==> config.mk <==
export PLATFORM = sky130hd
export DESIGN_NAME = touch_event_report_tracker_top
export DESIGN_NICKNAME = d
export VERILOG_FILES = /design/src/rtl/core/tetr_pkg.sv /design/src/rtl/core/tetr_scale.sv /design/src/rtl/core/touch_event_report_tracker_top.sv
export SDC_FILE = /design/constraint.sdc
export NUM_CORES = 1
export LEC_CHECK = 0
export BUFFER_PORTS_ARGS = -buffer_cell sky130_fd_sc_hd__buf_4
export CAP_MARGIN = 25
export CORE_MARGIN = 3
export CORE_UTILIZATION = 30
export CTS_BUF_LIST = sky130_fd_sc_hd__clkbuf_8 sky130_fd_sc_hd__clkbuf_16
export CTS_CLUSTER_SIZE = 10
export DETAILED_ROUTE_END_ITERATION = 7
export PLACE_DENSITY = 0.56
export SLEW_MARGIN = 15
export SYNTH_ARGS = -nofsm -noshare
export SYNTH_HDL_FRONTEND = slang
export SYNTH_SLANG_ARGS = --single-unit
==> constraint.sdc <==
create_clock -name clk -period 20.8 [get_ports clk]
set_clock_uncertainty 0.05 [all_clocks]
set_input_delay 1.04 -clock clk [delete_from_list [all_inputs] [get_ports clk]]
set_output_delay 1.04 -clock clk [all_outputs]
set_load 0.02 [all_outputs]
==> src/rtl/core/tetr_pkg.sv <==
// Shared types, event codes and sizes for the touch event report tracker.
package tetr_pkg;

    localparam int VAL_W  = 32;
    localparam int TYPE_W = 16;
    localparam int CODE_W = 16;
    localparam int KIND_W = 2;
    localparam int X_W    = 10;
    localparam int Y_W    = 9;
    localparam int CIDX_W = 2;

    localparam int SCREEN_W_DEF = 640;
    localparam int SCREEN_H_DEF = 480;

    localparam logic [TYPE_W-1:0] EV_SYN = 16'h0000;
    localparam logic [TYPE_W-1:0] EV_KEY = 16'h0001;
    localparam logic [TYPE_W-1:0] EV_ABS = 16'h0003;

    localparam logic [CODE_W-1:0] CODE_FRAME_END  = 16'h0000;
    localparam logic [CODE_W-1:0] CODE_TOUCH_KEY  = 16'h014a;
    localparam logic [CODE_W-1:0] ABS_X           = 16'h0000;
    localparam logic [CODE_W-1:0] ABS_Y           = 16'h0001;
    localparam logic [CODE_W-1:0] CODE_SLOT_SEL   = 16'h002f;
    localparam logic [CODE_W-1:0] CODE_SLOT_X     = 16'h0035;
    localparam logic [CODE_W-1:0] CODE_SLOT_Y     = 16'h0036;
    localparam logic [CODE_W-1:0] CODE_CONTACT_ID = 16'h0039;

    localparam logic [KIND_W-1:0] KIND_DOWN   = 2'd0;
    localparam logic [KIND_W-1:0] KIND_MOTION = 2'd1;
    localparam logic [KIND_W-1:0] KIND_UP     = 2'd2;

    localparam logic [CIDX_W-1:0] CFG_X_MIN = 2'd0;
    localparam logic [CIDX_W-1:0] CFG_X_MAX = 2'd1;
    localparam logic [CIDX_W-1:0] CFG_Y_MIN = 2'd2;
    localparam logic [CIDX_W-1:0] CFG_Y_MAX = 2'd3;

    localparam logic signed [VAL_W-1:0] X_MIN_RST = 32'sd0;
    localparam logic signed [VAL_W-1:0] X_MAX_RST = 32'sd639;
    localparam logic signed [VAL_W-1:0] Y_MIN_RST = 32'sd0;
    localparam logic signed [VAL_W-1:0] Y_MAX_RST = 32'sd479;

    typedef struct packed {
        logic [TYPE_W-1:0]       ev_type;
        logic [CODE_W-1:0]       ev_code;
        logic signed [VAL_W-1:0] ev_value;
    } tetr_in_t;

    typedef struct packed {
        logic [KIND_W-1:0] touch_kind;
        logic [X_W-1:0]    touch_x;
        logic [Y_W-1:0]    touch_y;
        logic              run_last;
    } tetr_out_t;

    typedef struct packed {
        logic                    start;
        logic signed [VAL_W-1:0] val;
        logic signed [VAL_W-1:0] lo;
        logic signed [VAL_W-1:0] hi;
    } tetr_scale_req_t;

endpackage

==> src/rtl/core/tetr_scale.sv <==
// Iterative clamp, multiply and restoring divide for one axis coordinate.
module tetr_scale
    import tetr_pkg::*;
#(
    parameter int Q_W = 10
)
(
    input  logic            clk,
    input  logic            rst_n,
    input  tetr_scale_req_t req,
    input  logic [Q_W-1:0]  size_m1,
    output logic            done,
    output logic [Q_W-1:0]  q
);

    localparam int CNT_W = $clog2(Q_W + 1);

    localparam logic [2:0] SC_IDLE  = 3'd0;
    localparam logic [2:0] SC_CLAMP = 3'd1;
    localparam logic [2:0] SC_SUB   = 3'd2;
    localparam logic [2:0] SC_MUL   = 3'd3;
    localparam logic [2:0] SC_DIV   = 3'd4;
    localparam logic [2:0] SC_DONE  = 3'd5;

    logic [2:0]              state_reg, state_next;
    logic [CNT_W-1:0]        cnt_reg, cnt_next;
    logic signed [VAL_W-1:0] v_reg, v_next;
    logic signed [VAL_W-1:0] lo_reg, lo_next;
    logic signed [VAL_W-1:0] hi_reg, hi_next;
    logic [VAL_W-1:0]        span_reg, span_next;
    logic [VAL_W-1:0]        rem_reg, rem_next;
    logic [Q_W-1:0]          dv_reg, dv_next;

    logic [VAL_W+Q_W-1:0]    prod;
    logic [VAL_W:0]          trial;
    logic [VAL_W:0]          diff;
    logic                    ge;
    logic [Q_W:0]            dv_shift;

    // offset is unsigned here, so it is zero-extended
    assign prod     = (VAL_W+Q_W)'($unsigned(v_reg)) * (VAL_W+Q_W)'(size_m1);
    assign trial    = {rem_reg, dv_reg[Q_W-1]};
    assign diff     = trial - {1'b0, span_reg};
    assign ge       = trial >= {1'b0, span_reg};
    assign dv_shift = {dv_reg, ge};

    always_comb
    begin
        state_next = state_reg;
        cnt_next   = cnt_reg;
        v_next     = v_reg;
        lo_next    = lo_reg;
        hi_next    = hi_reg;
        span_next  = span_reg;
        rem_next   = rem_reg;
        dv_next    = dv_reg;
        case (state_reg)
            SC_IDLE:
            begin
                if (req.start)
                begin
                    v_next     = req.val;
                    lo_next    = req.lo;
                    hi_next    = req.hi;
                    state_next = SC_CLAMP;
                end
            end
            SC_CLAMP:
            begin
                if (hi_reg <= lo_reg)
                begin
                    dv_next    = '0;
                    state_next = SC_DONE;
                end
                else
                begin
                    if (v_reg < lo_reg)
                    begin
                        v_next = lo_reg;
                    end
                    else if (v_reg > hi_reg)
                    begin
                        v_next = hi_reg;
                    end
                    state_next = SC_SUB;
                end
            end
            SC_SUB:
            begin
                // offset and span both fit 32 unsigned bits once clamped
                v_next     = v_reg - lo_reg;
                span_next  = VAL_W'(hi_reg - lo_reg);
                state_next = SC_MUL;
            end
            SC_MUL:
            begin
                rem_next   = prod[VAL_W+Q_W-1:Q_W];
                dv_next    = prod[Q_W-1:0];
                cnt_next   = CNT_W'(Q_W);
                state_next = SC_DIV;
            end
            SC_DIV:
            begin
                rem_next = ge ? diff[VAL_W-1:0] : trial[VAL_W-1:0];
                dv_next  = dv_shift[Q_W-1:0];
                cnt_next = cnt_reg - 1'b1;
                if (cnt_reg == CNT_W'(1))
                begin
                    state_next = SC_DONE;
                end
            end
            SC_DONE:
            begin
                state_next = SC_IDLE;
            end
            default:
            begin
                state_next = SC_IDLE;
            end
        endcase
    end

    always_ff @(posedge clk or negedge rst_n)
    begin
        if (!rst_n)
        begin
            state_reg <= SC_IDLE;
            cnt_reg   <= '0;
        end
        else
        begin
            state_reg <= state_next;
            cnt_reg   <= cnt_next;
        end
    end

    always_ff @(posedge clk)
    begin
        v_reg    <= v_next;
        lo_reg   <= lo_next;
        hi_reg   <= hi_next;
        span_reg <= span_next;
        rem_reg  <= rem_next;
        dv_reg   <= dv_next;
    end

    assign done = (state_reg == SC_DONE);
    assign q    = dv_reg;

endmodule

==> src/rtl/core/touch_event_report_tracker_top.sv <==
// Top level: slot-0 touch tracker turning input events into down/motion/up words.
// Position event: input stalled while the bit-per-cycle divider scales it, Q_W =
//   clog2(max screen size); an empty raw range skips multiply and divide and gives 0.
// Other events need no scaling; a report gives its one or two words one per cycle while
//   out_stall is low, from the output register, input stalled until the last is taken.
// Reset: async active low; slot 0 selected, flags and coordinates cleared,
//   raw ranges back to 0..639 and 0..479.
module touch_event_report_tracker_top
    import tetr_pkg::*;
#(
    parameter int SCREEN_W = SCREEN_W_DEF,
    parameter int SCREEN_H = SCREEN_H_DEF
)
(
    input  logic               clk,
    input  logic               rst_n,
    input  logic               in_valid,
    output logic               in_stall,
    input  tetr_in_t           in_word,
    output logic               out_valid,
    input  logic               out_stall,
    output tetr_out_t          out_word,
    input  logic               cfg_we,
    input  logic [CIDX_W-1:0]  cfg_index,
    input  logic [VAL_W-1:0]   cfg_data
);

    localparam int SCREEN_MAX = (SCREEN_W > SCREEN_H) ? SCREEN_W : SCREEN_H;
    localparam int Q_W        = $clog2(SCREEN_MAX);
    localparam logic [Q_W-1:0] X_SIZE_M1 = Q_W'(SCREEN_W - 1);
    localparam logic [Q_W-1:0] Y_SIZE_M1 = Q_W'(SCREEN_H - 1);

    localparam logic [1:0] ST_IDLE  = 2'd0;
    localparam logic [1:0] ST_SCALE = 2'd1;
    localparam logic [1:0] ST_EMIT  = 2'd2;

    logic [1:0]              state_reg, state_next;
    logic signed [VAL_W-1:0] x_min_reg, x_max_reg, y_min_reg, y_max_reg;
    logic                    on_first_slot_reg, on_first_slot_next;
    logic                    pend_down_reg, pend_down_next;
    logic                    pend_up_reg, pend_up_next;
    logic                    pos_moved_reg, pos_moved_next;
    logic                    finger_down_reg, finger_down_next;
    logic                    axis_y_reg, axis_y_next;
    logic                    second_reg, second_next;
    logic [X_W-1:0]          cur_x_reg, cur_x_next;
    logic [Y_W-1:0]          cur_y_reg, cur_y_next;
    tetr_out_t               word_reg, word_next;

    tetr_scale_req_t         scl_req;
    logic                    scl_done;
    logic [Q_W-1:0]          scl_q;

    logic                    accept;
    logic                    is_pos_x, is_pos_y;
    logic                    fd_mid, down_vld, first_vld, up_vld;

    assign accept   = in_valid && !in_stall;
    assign in_stall = (state_reg != ST_IDLE);
    assign is_pos_x = (in_word.ev_type == EV_ABS) && on_first_slot_reg &&
                      (in_word.ev_code inside {CODE_SLOT_X, ABS_X});
    assign is_pos_y = (in_word.ev_type == EV_ABS) && on_first_slot_reg &&
                      (in_word.ev_code inside {CODE_SLOT_Y, ABS_Y});

    assign fd_mid    = finger_down_reg | pend_down_reg;
    assign down_vld  = pend_down_reg & ~finger_down_reg;
    assign first_vld = down_vld | (pos_moved_reg & finger_down_reg);
    assign up_vld    = pend_up_reg & fd_mid;

    assign scl_req.start = accept && (is_pos_x || is_pos_y);
    assign scl_req.val   = in_word.ev_value;
    assign scl_req.lo    = is_pos_y ? y_min_reg : x_min_reg;
    assign scl_req.hi    = is_pos_y ? y_max_reg : x_max_reg;

    tetr_scale #(
        .Q_W (Q_W)
    ) u_scale (
        .clk     (clk),
        .rst_n   (rst_n),
        .req     (scl_req),
        .size_m1 (axis_y_reg ? Y_SIZE_M1 : X_SIZE_M1),
        .done    (scl_done),
        .q       (scl_q)
    );

    always_comb
    begin
        state_next         = state_reg;
        on_first_slot_next = on_first_slot_reg;
        pend_down_next     = pend_down_reg;
        pend_up_next       = pend_up_reg;
        pos_moved_next     = pos_moved_reg;
        finger_down_next   = finger_down_reg;
        axis_y_next        = axis_y_reg;
        second_next        = second_reg;
        cur_x_next         = cur_x_reg;
        cur_y_next         = cur_y_reg;
        word_next          = word_reg;
        case (state_reg)
            ST_IDLE:
            begin
                if (accept)
                begin
                    case (in_word.ev_type)
                        EV_ABS:
                        begin
                            if (in_word.ev_code == CODE_SLOT_SEL)
                            begin
                                on_first_slot_next = (in_word.ev_value == '0);
                            end
                            else if (in_word.ev_code == CODE_CONTACT_ID)
                            begin
                                if (on_first_slot_reg)
                                begin
                                    if (in_word.ev_value >= 0)
                                    begin
                                        pend_down_next = 1'b1;
                                    end
                                    else
                                    begin
                                        pend_up_next = 1'b1;
                                    end
                                end
                            end
                            else if (is_pos_x || is_pos_y)
                            begin
                                axis_y_next = is_pos_y;
                                state_next  = ST_SCALE;
                            end
                        end
                        EV_KEY:
                        begin
                            if (in_word.ev_code == CODE_TOUCH_KEY)
                            begin
                                if (in_word.ev_value != '0)
                                begin
                                    pend_down_next = 1'b1;
                                end
                                else
                                begin
                                    pend_up_next = 1'b1;
                                end
                            end
                        end
                        EV_SYN:
                        begin
                            if (in_word.ev_code == CODE_FRAME_END)
                            begin
                                word_next.touch_x    = cur_x_reg;
                                word_next.touch_y    = cur_y_reg;
                                word_next.touch_kind = first_vld ?
                                    (down_vld ? KIND_DOWN : KIND_MOTION) : KIND_UP;
                                word_next.run_last   = !(first_vld && up_vld);
                                second_next          = first_vld && up_vld;
                                finger_down_next     = fd_mid && !up_vld;
                                pend_down_next       = 1'b0;
                                pend_up_next         = 1'b0;
                                pos_moved_next       = 1'b0;
                                if (first_vld || up_vld)
                                begin
                                    state_next = ST_EMIT;
                                end
                            end
                        end
                        default:
                        begin
                        end
                    endcase
                end
            end
            ST_SCALE:
            begin
                if (scl_done)
                begin
                    if (axis_y_reg)
                    begin
                        cur_y_next = Y_W'(scl_q);
                    end
                    else
                    begin
                        cur_x_next = X_W'(scl_q);
                    end
                    pos_moved_next = 1'b1;
                    state_next     = ST_IDLE;
                end
            end
            ST_EMIT:
            begin
                if (!out_stall)
                begin
                    if (second_reg)
                    begin
                        word_next.touch_kind = KIND_UP;
                        word_next.run_last   = 1'b1;
                        second_next          = 1'b0;
                    end
                    else
                    begin
                        state_next = ST_IDLE;
                    end
                end
            end
            default:
            begin
                state_next = ST_IDLE;
            end
        endcase
    end

    always_ff @(posedge clk or negedge rst_n)
    begin
        if (!rst_n)
        begin
            state_reg         <= ST_IDLE;
            x_min_reg         <= X_MIN_RST;
            x_max_reg         <= X_MAX_RST;
            y_min_reg         <= Y_MIN_RST;
            y_max_reg         <= Y_MAX_RST;
            on_first_slot_reg <= 1'b1;
            pend_down_reg     <= 1'b0;
            pend_up_reg       <= 1'b0;
            pos_moved_reg     <= 1'b0;
            finger_down_reg   <= 1'b0;
            axis_y_reg        <= 1'b0;
            second_reg        <= 1'b0;
            cur_x_reg         <= '0;
            cur_y_reg         <= '0;
        end
        else
        begin
            state_reg         <= state_next;
            on_first_slot_reg <= on_first_slot_next;
            pend_down_reg     <= pend_down_next;
            pend_up_reg       <= pend_up_next;
            pos_moved_reg     <= pos_moved_next;
            finger_down_reg   <= finger_down_next;
            axis_y_reg        <= axis_y_next;
            second_reg        <= second_next;
            cur_x_reg         <= cur_x_next;
            cur_y_reg         <= cur_y_next;
            if (cfg_we)
            begin
                case (cfg_index)
                    CFG_X_MIN: x_min_reg <= cfg_data;
                    CFG_X_MAX: x_max_reg <= cfg_data;
                    CFG_Y_MIN: y_min_reg <= cfg_data;
                    CFG_Y_MAX: y_max_reg <= cfg_data;
                    default:
                    begin
                    end
                endcase
            end
        end
    end

    always_ff @(posedge clk)
    begin
        word_reg <= word_next;
    end

    assign out_valid = (state_reg == ST_EMIT);
    assign out_word  = word_reg;

    a_done_in_scale: assert property (@(posedge clk) disable iff (!rst_n)
        scl_done |-> state_reg == ST_SCALE)
        else $error("scaler finished outside scale state");

    a_up_follows: assert property (@(posedge clk) disable iff (!rst_n)
        (out_valid && !out_stall && !out_word.run_last) |=>
        (out_valid && out_word.touch_kind == KIND_UP && out_word.run_last))
        else $error("second word of report is not a final up");

    a_last_ends: assert property (@(posedge clk) disable iff (!rst_n)
        (out_valid && !out_stall && out_word.run_last) |=> !out_valid)
        else $error("word after last of report");

    a_first_kind: assert property (@(posedge clk) disable iff (!rst_n)
        (out_valid && !out_word.run_last) |->
        (out_word.touch_kind == KIND_DOWN || out_word.touch_kind == KIND_MOTION))
        else $error("non-final word is not down or motion");

endmodule
==> results of run 1 <==
## per-layer routing
layer | track usage, % | vias up
met3 | 1.673 | 68
li1 | - | 9713
met4 | 3.277 | 0
met5 | 0 | -
met2 | 24.43 | 286
met1 | 19.99 | 9851
## worst paths after layout
kind	start	slack [ps]	endpoint	cells past startpoint
worst max-delay path	axis_y_reg	14100	u_scale.rem_reg[30]	21
min in group clk	cur_x_reg[0]	390	out_word[10]	0
worst max register to register	axis_y_reg	14100	u_scale.rem_reg[30]	21
worst min register to register	cur_x_reg[0]	390	out_word[10]	0
worst min-delay path	rst_n	340	y_min_reg[6]	1
max in group asynchronous	rst_n	19150	y_max_reg[25]	2
## through the flow
step / setup WS, ps / power [µW]
floorplan: 11290 / 896.1
global placement: 14100 / 938.9
detailed placement: 14010 / 943.8
CTS: 14020 / 1636
global route: 13690 / 1675
finish: 14100 / 1611
## power by group
part / total, µW / switching [µW] / internal [µW]
sequential: 818 / 21.0 / 797
combinational: 112 / 41.5 / 70.1
clock: 681 / 287 / 394
total: 1610 / 350 / 1260
## cells by family after synthesis
group,synth area share (%)
adders and majority gates,24.81
muxes,8.979
and+or+nand+nor,9.417
buffers and inverters,5.981
DFF,34.17
AOI/OAI and AO/OA,13.30
xor gates and xnor gates,3.337
## layout by cell type, fill, tap and decap left out, types with 94 or more instances in the layout
cell	count
mux2_2	215
fa_1	211
buf_4	146
o21ai_0	94
edfxtp_1	192
ha_1	235
a21oi_1	159
nor2_1	105
dfrtp_1	146
nand2_1	135
inv_1	372
## final cells by class
class	instances	area, µm²
Multi-Input combinational cell	1909	17330
Fill cell	9657	62660
Tap cell	1265	1583
Sequential cell	355	9866
Inverter	347	1303
Clock inverter	30	120.1
Clock buffer	47	1154
Timing Repair Buffer	149	1146
==> out/summary.txt, run 1 <==
gr usage total -> 14.49%
top-level port count -> 127
crit start category -> flop
number of remaining DRC errors -> 0
Nets -> 3,354
outcome -> complete, no violations
hold_buf cts -> 0
final core utilization -> 34.15%
syn_nets -> 3,267
CTS Sinks -> 355
largest net degree at the start of global routing -> 67
Avg Cell Area, Syn -> 10.62 µm²
sequential area share after synthesis -> 34.17%
met2 WL -> 33,630 µm
top routing layer in use -> met4
cells along the critical path -> buf_4 > nor2_1 > or2_2 > ha_1 > inv_1 > fa_1 > fa_1 > fa_1 > inv_1 > fa_1 > ha_1 > and2_1 > or3_1 > o221a_1 > o41a_1 > o21ai_1 > o2bb2ai_1 > o21a_2 > a211oi_1 > mux2i_1 > a211o_1
Buf/Inv on CP -> 3
M1 WL -> 33,850 µm
post-synthesis cell count -> 2,718
final setup violation count -> 0
gr ovfl total -> 0
final WL -> 71,140 µm
root buf cell -> clkbuf_16
CTS clk-pin slew, worst paths -> 60 ps
# port buffers -> 126
final hold violations -> 0
Area Overhead vs Synth -> 12.55%
die width -> 316.2 µm
routability cong. -> 0.8981
worst hold path class -> in -> async
DR iter-0 viols -> 1,061
worst-margin pin slew -> 901.6 ps
relative slew slack -> 39.89%
CTS tree -> yes
diode count -> 0
Fin Hold WS -> 342.5 ps
first-pass GRT wire length -> 116,000 µm
maximum clock path buffer count -> 3
met3 wire length -> 2303 µm
number of synthesized flops with an enable pin -> 192
P per Cell Area -> 49.57 nW/µm²
post-synth cell types -> 87
crit path time final -> 6700 ps
number of synthesis warnings -> 0
CP max stage delay -> 540 ps
Worst path most repeated cell -> fa_1
Worst EP arrival -> 6980 ps
# rows -> 113
final critical-path share of the clock period -> 32.21%
core area -> 95,150 µm²
Cell Area, Placed -> 31,210 µm²
area leader, netlist -> edfxtp_1
Seq cells post-synth -> 355
setup TNS -> 0 ps
vias in the first global route -> 20,890
Max Clock Freq -> 149.2 MHz
antenna-violating nets left -> 0
RSZ-0062 raised after global routing -> no
Primary FF master, synth -> edfxtp_1
layout cells sized above 1 -> 16.81%
critical path's slowest cell -> fa_1
VDD IR max -> 0.04752 mV
Slew Viols, Final -> 0
dpl cells -> 4,023
Die Y -> 316.2 µm
Pre-antenna DRT Iters -> 5
Synth Cell Area -> 28,870 µm²
Starting Density -> 30.34%
CP top delay family -> adder cells
Leakage -> 0.01449 µW
DR vias/cell -> 4.856
Post-CTS Setup Inserts -> 0
cts repair resizes -> 0
Final Cell Area -> 32,500 µm²
DIE AREA -> 100,000 µm²
dpl hpwl -> 56,010 µm
worst-path fanout max -> 64
commonest cells in the netlist -> inv_1 (347), ha_1 (235), mux2_2 (215)
Max-cap violations -> 0
share of the synthesized area in the top cell type -> 19.97%
Via Count -> 19,920
required time of the critical path -> 21,080 ps
Clk Latency, worst-skew pair -> 570 ps
Post-synth ARST share -> 45.92%
CP Class -> reg -> reg
CTS Buf Count -> 43
H-tree depth -> 2
Setup crit end kind -> flop
initial antenna violation count -> 0
non-filler cells, final -> 4,102
count leader, synth -> inv_1
ranking of synthesized cells by area -> edfxtp_1 (20%), fa_1 (15%), dfrtp_1 (13%)
DR WL/cell -> 17.34 µm
Power figures use the tool's default switching activity.
==> run 2, diff against run 1 <==
--- a/config.mk
+++ b/config.mk
@@ -5,6 +5,7 @@
 export SDC_FILE = /design/constraint.sdc
 export NUM_CORES = 1
 export LEC_CHECK = 0
+export ABC_AREA = 1
 export BUFFER_PORTS_ARGS = -buffer_cell sky130_fd_sc_hd__buf_4
 export CAP_MARGIN = 25
 export CORE_MARGIN = 3
@@ -12,7 +13,7 @@
 export CTS_BUF_LIST = sky130_fd_sc_hd__clkbuf_8 sky130_fd_sc_hd__clkbuf_16
 export CTS_CLUSTER_SIZE = 10
 export DETAILED_ROUTE_END_ITERATION = 7
-export PLACE_DENSITY = 0.56
+export PLACE_DENSITY = 0.57
 export SLEW_MARGIN = 15
 export SYNTH_ARGS = -nofsm -noshare
 export SYNTH_HDL_FRONTEND = slang
==> constraint.sdc (replaced) <==
create_clock -name clk -period 5.6 [get_ports clk]
set_clock_uncertainty 0.05 [all_clocks]
set_input_delay 0.28 -clock clk [delete_from_list [all_inputs] [get_ports clk]]
set_output_delay 0.28 -clock clk [all_outputs]
set_load 0.02 [all_outputs]
==> run 2 against run 1 <==
Effect of this change: sequential share of layout area is 3.3 points lower; global-route usage grew 3.3 points; area after synthesis is 9.8% higher; worst hold slack got worse by 300 ps; utilization rose by 0.81 points; first-iteration DRC count rose by 53%; fmax is 26% higher; highest routed layer is now met5.
==> out/summary.txt, run 2 <==
required time of the critical path -> 5900 ps (-15,180 ps)
CTS Sinks -> 355 (unchanged)
DR vias/cell -> 4.746 (-2.3%)
Setup crit end kind -> flop
crit path time final -> 5336 ps (-1364 ps)
largest net degree at the start of global routing -> 142 (+110%)
Avg Cell Area, Syn -> 7.720 µm² (-27%)
final WL -> 97,290 µm (+37%)
core area -> 104,200 µm² (+9.5%)
Post-synth ARST share -> 45.92% (unchanged)
RSZ-0062 raised after global routing -> yes
final setup violation count -> 0 (unchanged)
reg-to-reg startpoint -> axis_y_reg
relative slew slack -> 35.48% (-4.4 points)
P per Cell Area -> 169.4 nW/µm² (+240%)
maximum clock path buffer count -> 3 (unchanged)
CP max stage delay -> 570 ps (+30 ps)
initial antenna violation count -> 2 (+2)
worst-margin pin slew -> 967.8 ps (+66.22 ps)
# rows -> 118 (+4.4%)
Seq cells post-synth -> 355 (unchanged)
Leakage -> 0.01800 µW (+24%)
area leader, netlist -> edfxtp_1
Max-cap violations -> 0 (unchanged)
Worst EP arrival -> 5630 ps (-1350 ps)
Clk Latency, worst-skew pair -> 610 ps (+40 ps)
commonest non-fill, non-tap cells in the layout -> nand2_1 (1,028), inv_1 (678), nor2_1 (465)
antenna-violating nets left -> 0 (unchanged)
cells along the critical path -> inv_1 > buf_12 > nand2_1 > fa_1 > inv_1 > fa_1 > fa_1 > fa_1 > inv_1 > fa_1 > inv_1 > ha_1 > a21oi_1 > o21ai_0 > a21oi_1 > o21a_1 > nand3b_1 > nand3_1 > nand2_1
vias in the first global route -> 27,190 (+30%)
Register-to-Register Path Depth -> 19 (-9.5%)
H-tree depth -> 2 (unchanged)
non-filler cells, final -> 5,703 (+39%)
first-pass GRT wire length -> 152,100 µm (+31%)
root buf cell -> clkbuf_16
gr ovfl total -> 0 (unchanged)
gr usage total -> 17.81% (+3.3 points)
critical path's slowest cell -> fa_1
crit path to -> u_scale.rem_reg[27]
DR WL/cell -> 17.06 µm (-1.6%)
count leader, synth -> nand2_1
number of synthesis warnings -> 0 (unchanged)
DR iter-0 viols -> 1,628 (+53%)
CTS tree -> yes
Pre-antenna DRT Iters -> 7 (+2)
top-level port count -> 127 (unchanged)
post-synthesis cell count -> 4,107 (+51%)
VDD IR max -> 0.2094 mV (+340%)
routability cong. -> 0.9521 (+6.0%)
share of the synthesized area in the top cell type -> 18.19% (-1.8 points)
post-synth cell types -> 57 (-34%)
CTS Buf Count -> 45 (+4.7%)
Primary FF master, synth -> edfxtp_1
ranking of synthesized cells by area -> edfxtp_1 (18%), fa_1 (13%), nand2_1 (12%)
dpl hpwl -> 78,740 µm (+41%)
Max Clock Freq -> 187.4 MHz (+26%)
Fin Hold WS -> 43.94 ps (-298.6 ps)
Area Overhead vs Synth -> 14.95%
commonest non-fill, non-tap cell in the layout -> nand2_1
Slew Viols, Final -> 0 (unchanged)
DIE AREA -> 109,600 µm² (+9.6%)
Total Power -> 6174 µW (+280%)
Worst path most repeated cell -> fa_1
layout cells sized above 1 -> 9.762% (-7.1 points)
Synth Cell Area -> 31,700 µm² (+9.8%)
CTS clk-pin slew, worst paths -> 60 ps (about the same)
outcome -> complete, no violations
number of synthesized flops with an enable pin -> 192 (unchanged)
# port buffers -> 126 (unchanged)
crit path from -> axis_y_reg
commonest cells in the netlist -> nand2_1 (1,030), inv_1 (657), nor2_1 (476)
number of remaining DRC errors -> 0 (unchanged)
worst hold path class -> in -> async
dpl cells -> 5,568 (+38%)
Via Count -> 27,070 (+36%)
syn_nets -> 4,656 (+43%)
final core utilization -> 34.96% (+0.81 points)
end of the worst register-to-register path -> u_scale.rem_reg[27]
die width -> 331.1 µm (+4.7%)
reg-to-reg slack, setup -> 260 ps (-13,840 ps)
Nets -> 4,837 (+44%)
CP Class -> reg -> reg
Starting Density -> 30.42% (+0.074 points)
crit start category -> flop
diode count -> 0 (unchanged)
final hold violations -> 0 (unchanged)
final critical-path share of the clock period -> 95.29% (+63 points)
worst-path fanout max -> 20 (-69%)
sequential area share after synthesis -> 31.12% (-3.1 points)
Die Y -> 331.1 µm (+4.7%)
[run 2: cell types whose count changed after synthesis, sizes merged, moves of 23 or more]
cell and change:
xnor2 -35, a22oi -24, o21ai +130, nand2b -57, mux2 -198, nand2 +930, a21oi +42, xor2 -25
and2 -23, nor2 +377, nand3 +208, a21o -76, inv +324
[run 2: per-layer routing]
layer / global-route usage [%] / vias to the layer above / wire [µm]
li1: - / 13440 / -
met1: 24.50 / 12820 / 44750
met2: 28.51 / 677 / 43670
met5: 0 / - / 19
met4: 5.089 / 2 / 2829
met3: 3.360 / 136 / 6030
[run 2: timing repair]
| action | in CTS | in global routing |
|---|---|---|
| endpoints found under the hold margin | 204 | 0 |
| hold buffers | 41 | 0 |
| endpoints found under the setup margin | 0 | 26 |
| buffers inserted | 0 | 11 |
| gates resized for setup | 0 | 40 |
[run 2: how the worst min path moves through the flow]
stage	from	to	slack, ps	cells past startpoint
after floorplan	rst_n	axis_y_reg	-70	0
after global placement	rst_n	y_min_reg[25]	100	1
after detailed placement	rst_n	x_min_reg[26]	100	1
after CTS	in_word[20]	u_scale.v_reg[20]	4	5
after global routing	in_word[6]	u_scale.v_reg[6]	30	3
final	rst_n	x_max_reg[27]	40	2
[run 2: logic make-up after synthesis]
kind of cell / count (synthesis) / synth area share, %
buffers and inverters: 780 / 9.586
multiplexers: 18 / 0.6393
AND/OR/NAND/NOR: 1911 / 25.25
flip-flops: 355 / 31.12
XOR/XNOR: 50 / 1.381
AO/OA/AOI/OAI: 547 / 9.428
adder cells (fa/ha/maj): 446 / 22.60
[run 2: where the power goes]
part	internal, µW	switching, µW
sequential	2930	76.7
clock	1580	1200
combinational	172	212
[run 2: worst max-delay path: cells and delay by family (launching register included)]
kind,cells,cell delay (ps)
AO/OA/AOI/OAI,4,920
adder cells (fa/ha/maj),6,2930
buffers and inverters,5,410
flip-flops,1,390
AND/OR/NAND/NOR,4,370
[run 2: cell type report]
cell class / instances / area [µm²]
Clock buffer: 52 / 1245
Clock inverter: 30 / 155.1
Fill cell: 11150 / 67790
Inverter: 672 / 2522
Multi-Input combinational cell: 2972 / 18970
Sequential cell: 355 / 9866
Tap cell: 1380 / 1727
Timing Repair Buffer: 242 / 1959
[run 2: stage by stage]
step                      setup WS, ps  setup TNS [ps]  cell area, µm²
after floorplan                  342.6               0           31710
after global placement           184.0               0           34430
after detailed placement         149.2               0           34430
after CTS                        121.2               0           36240
after global routing            -23.58          -23.58           36440
final                            264.0               0           36440
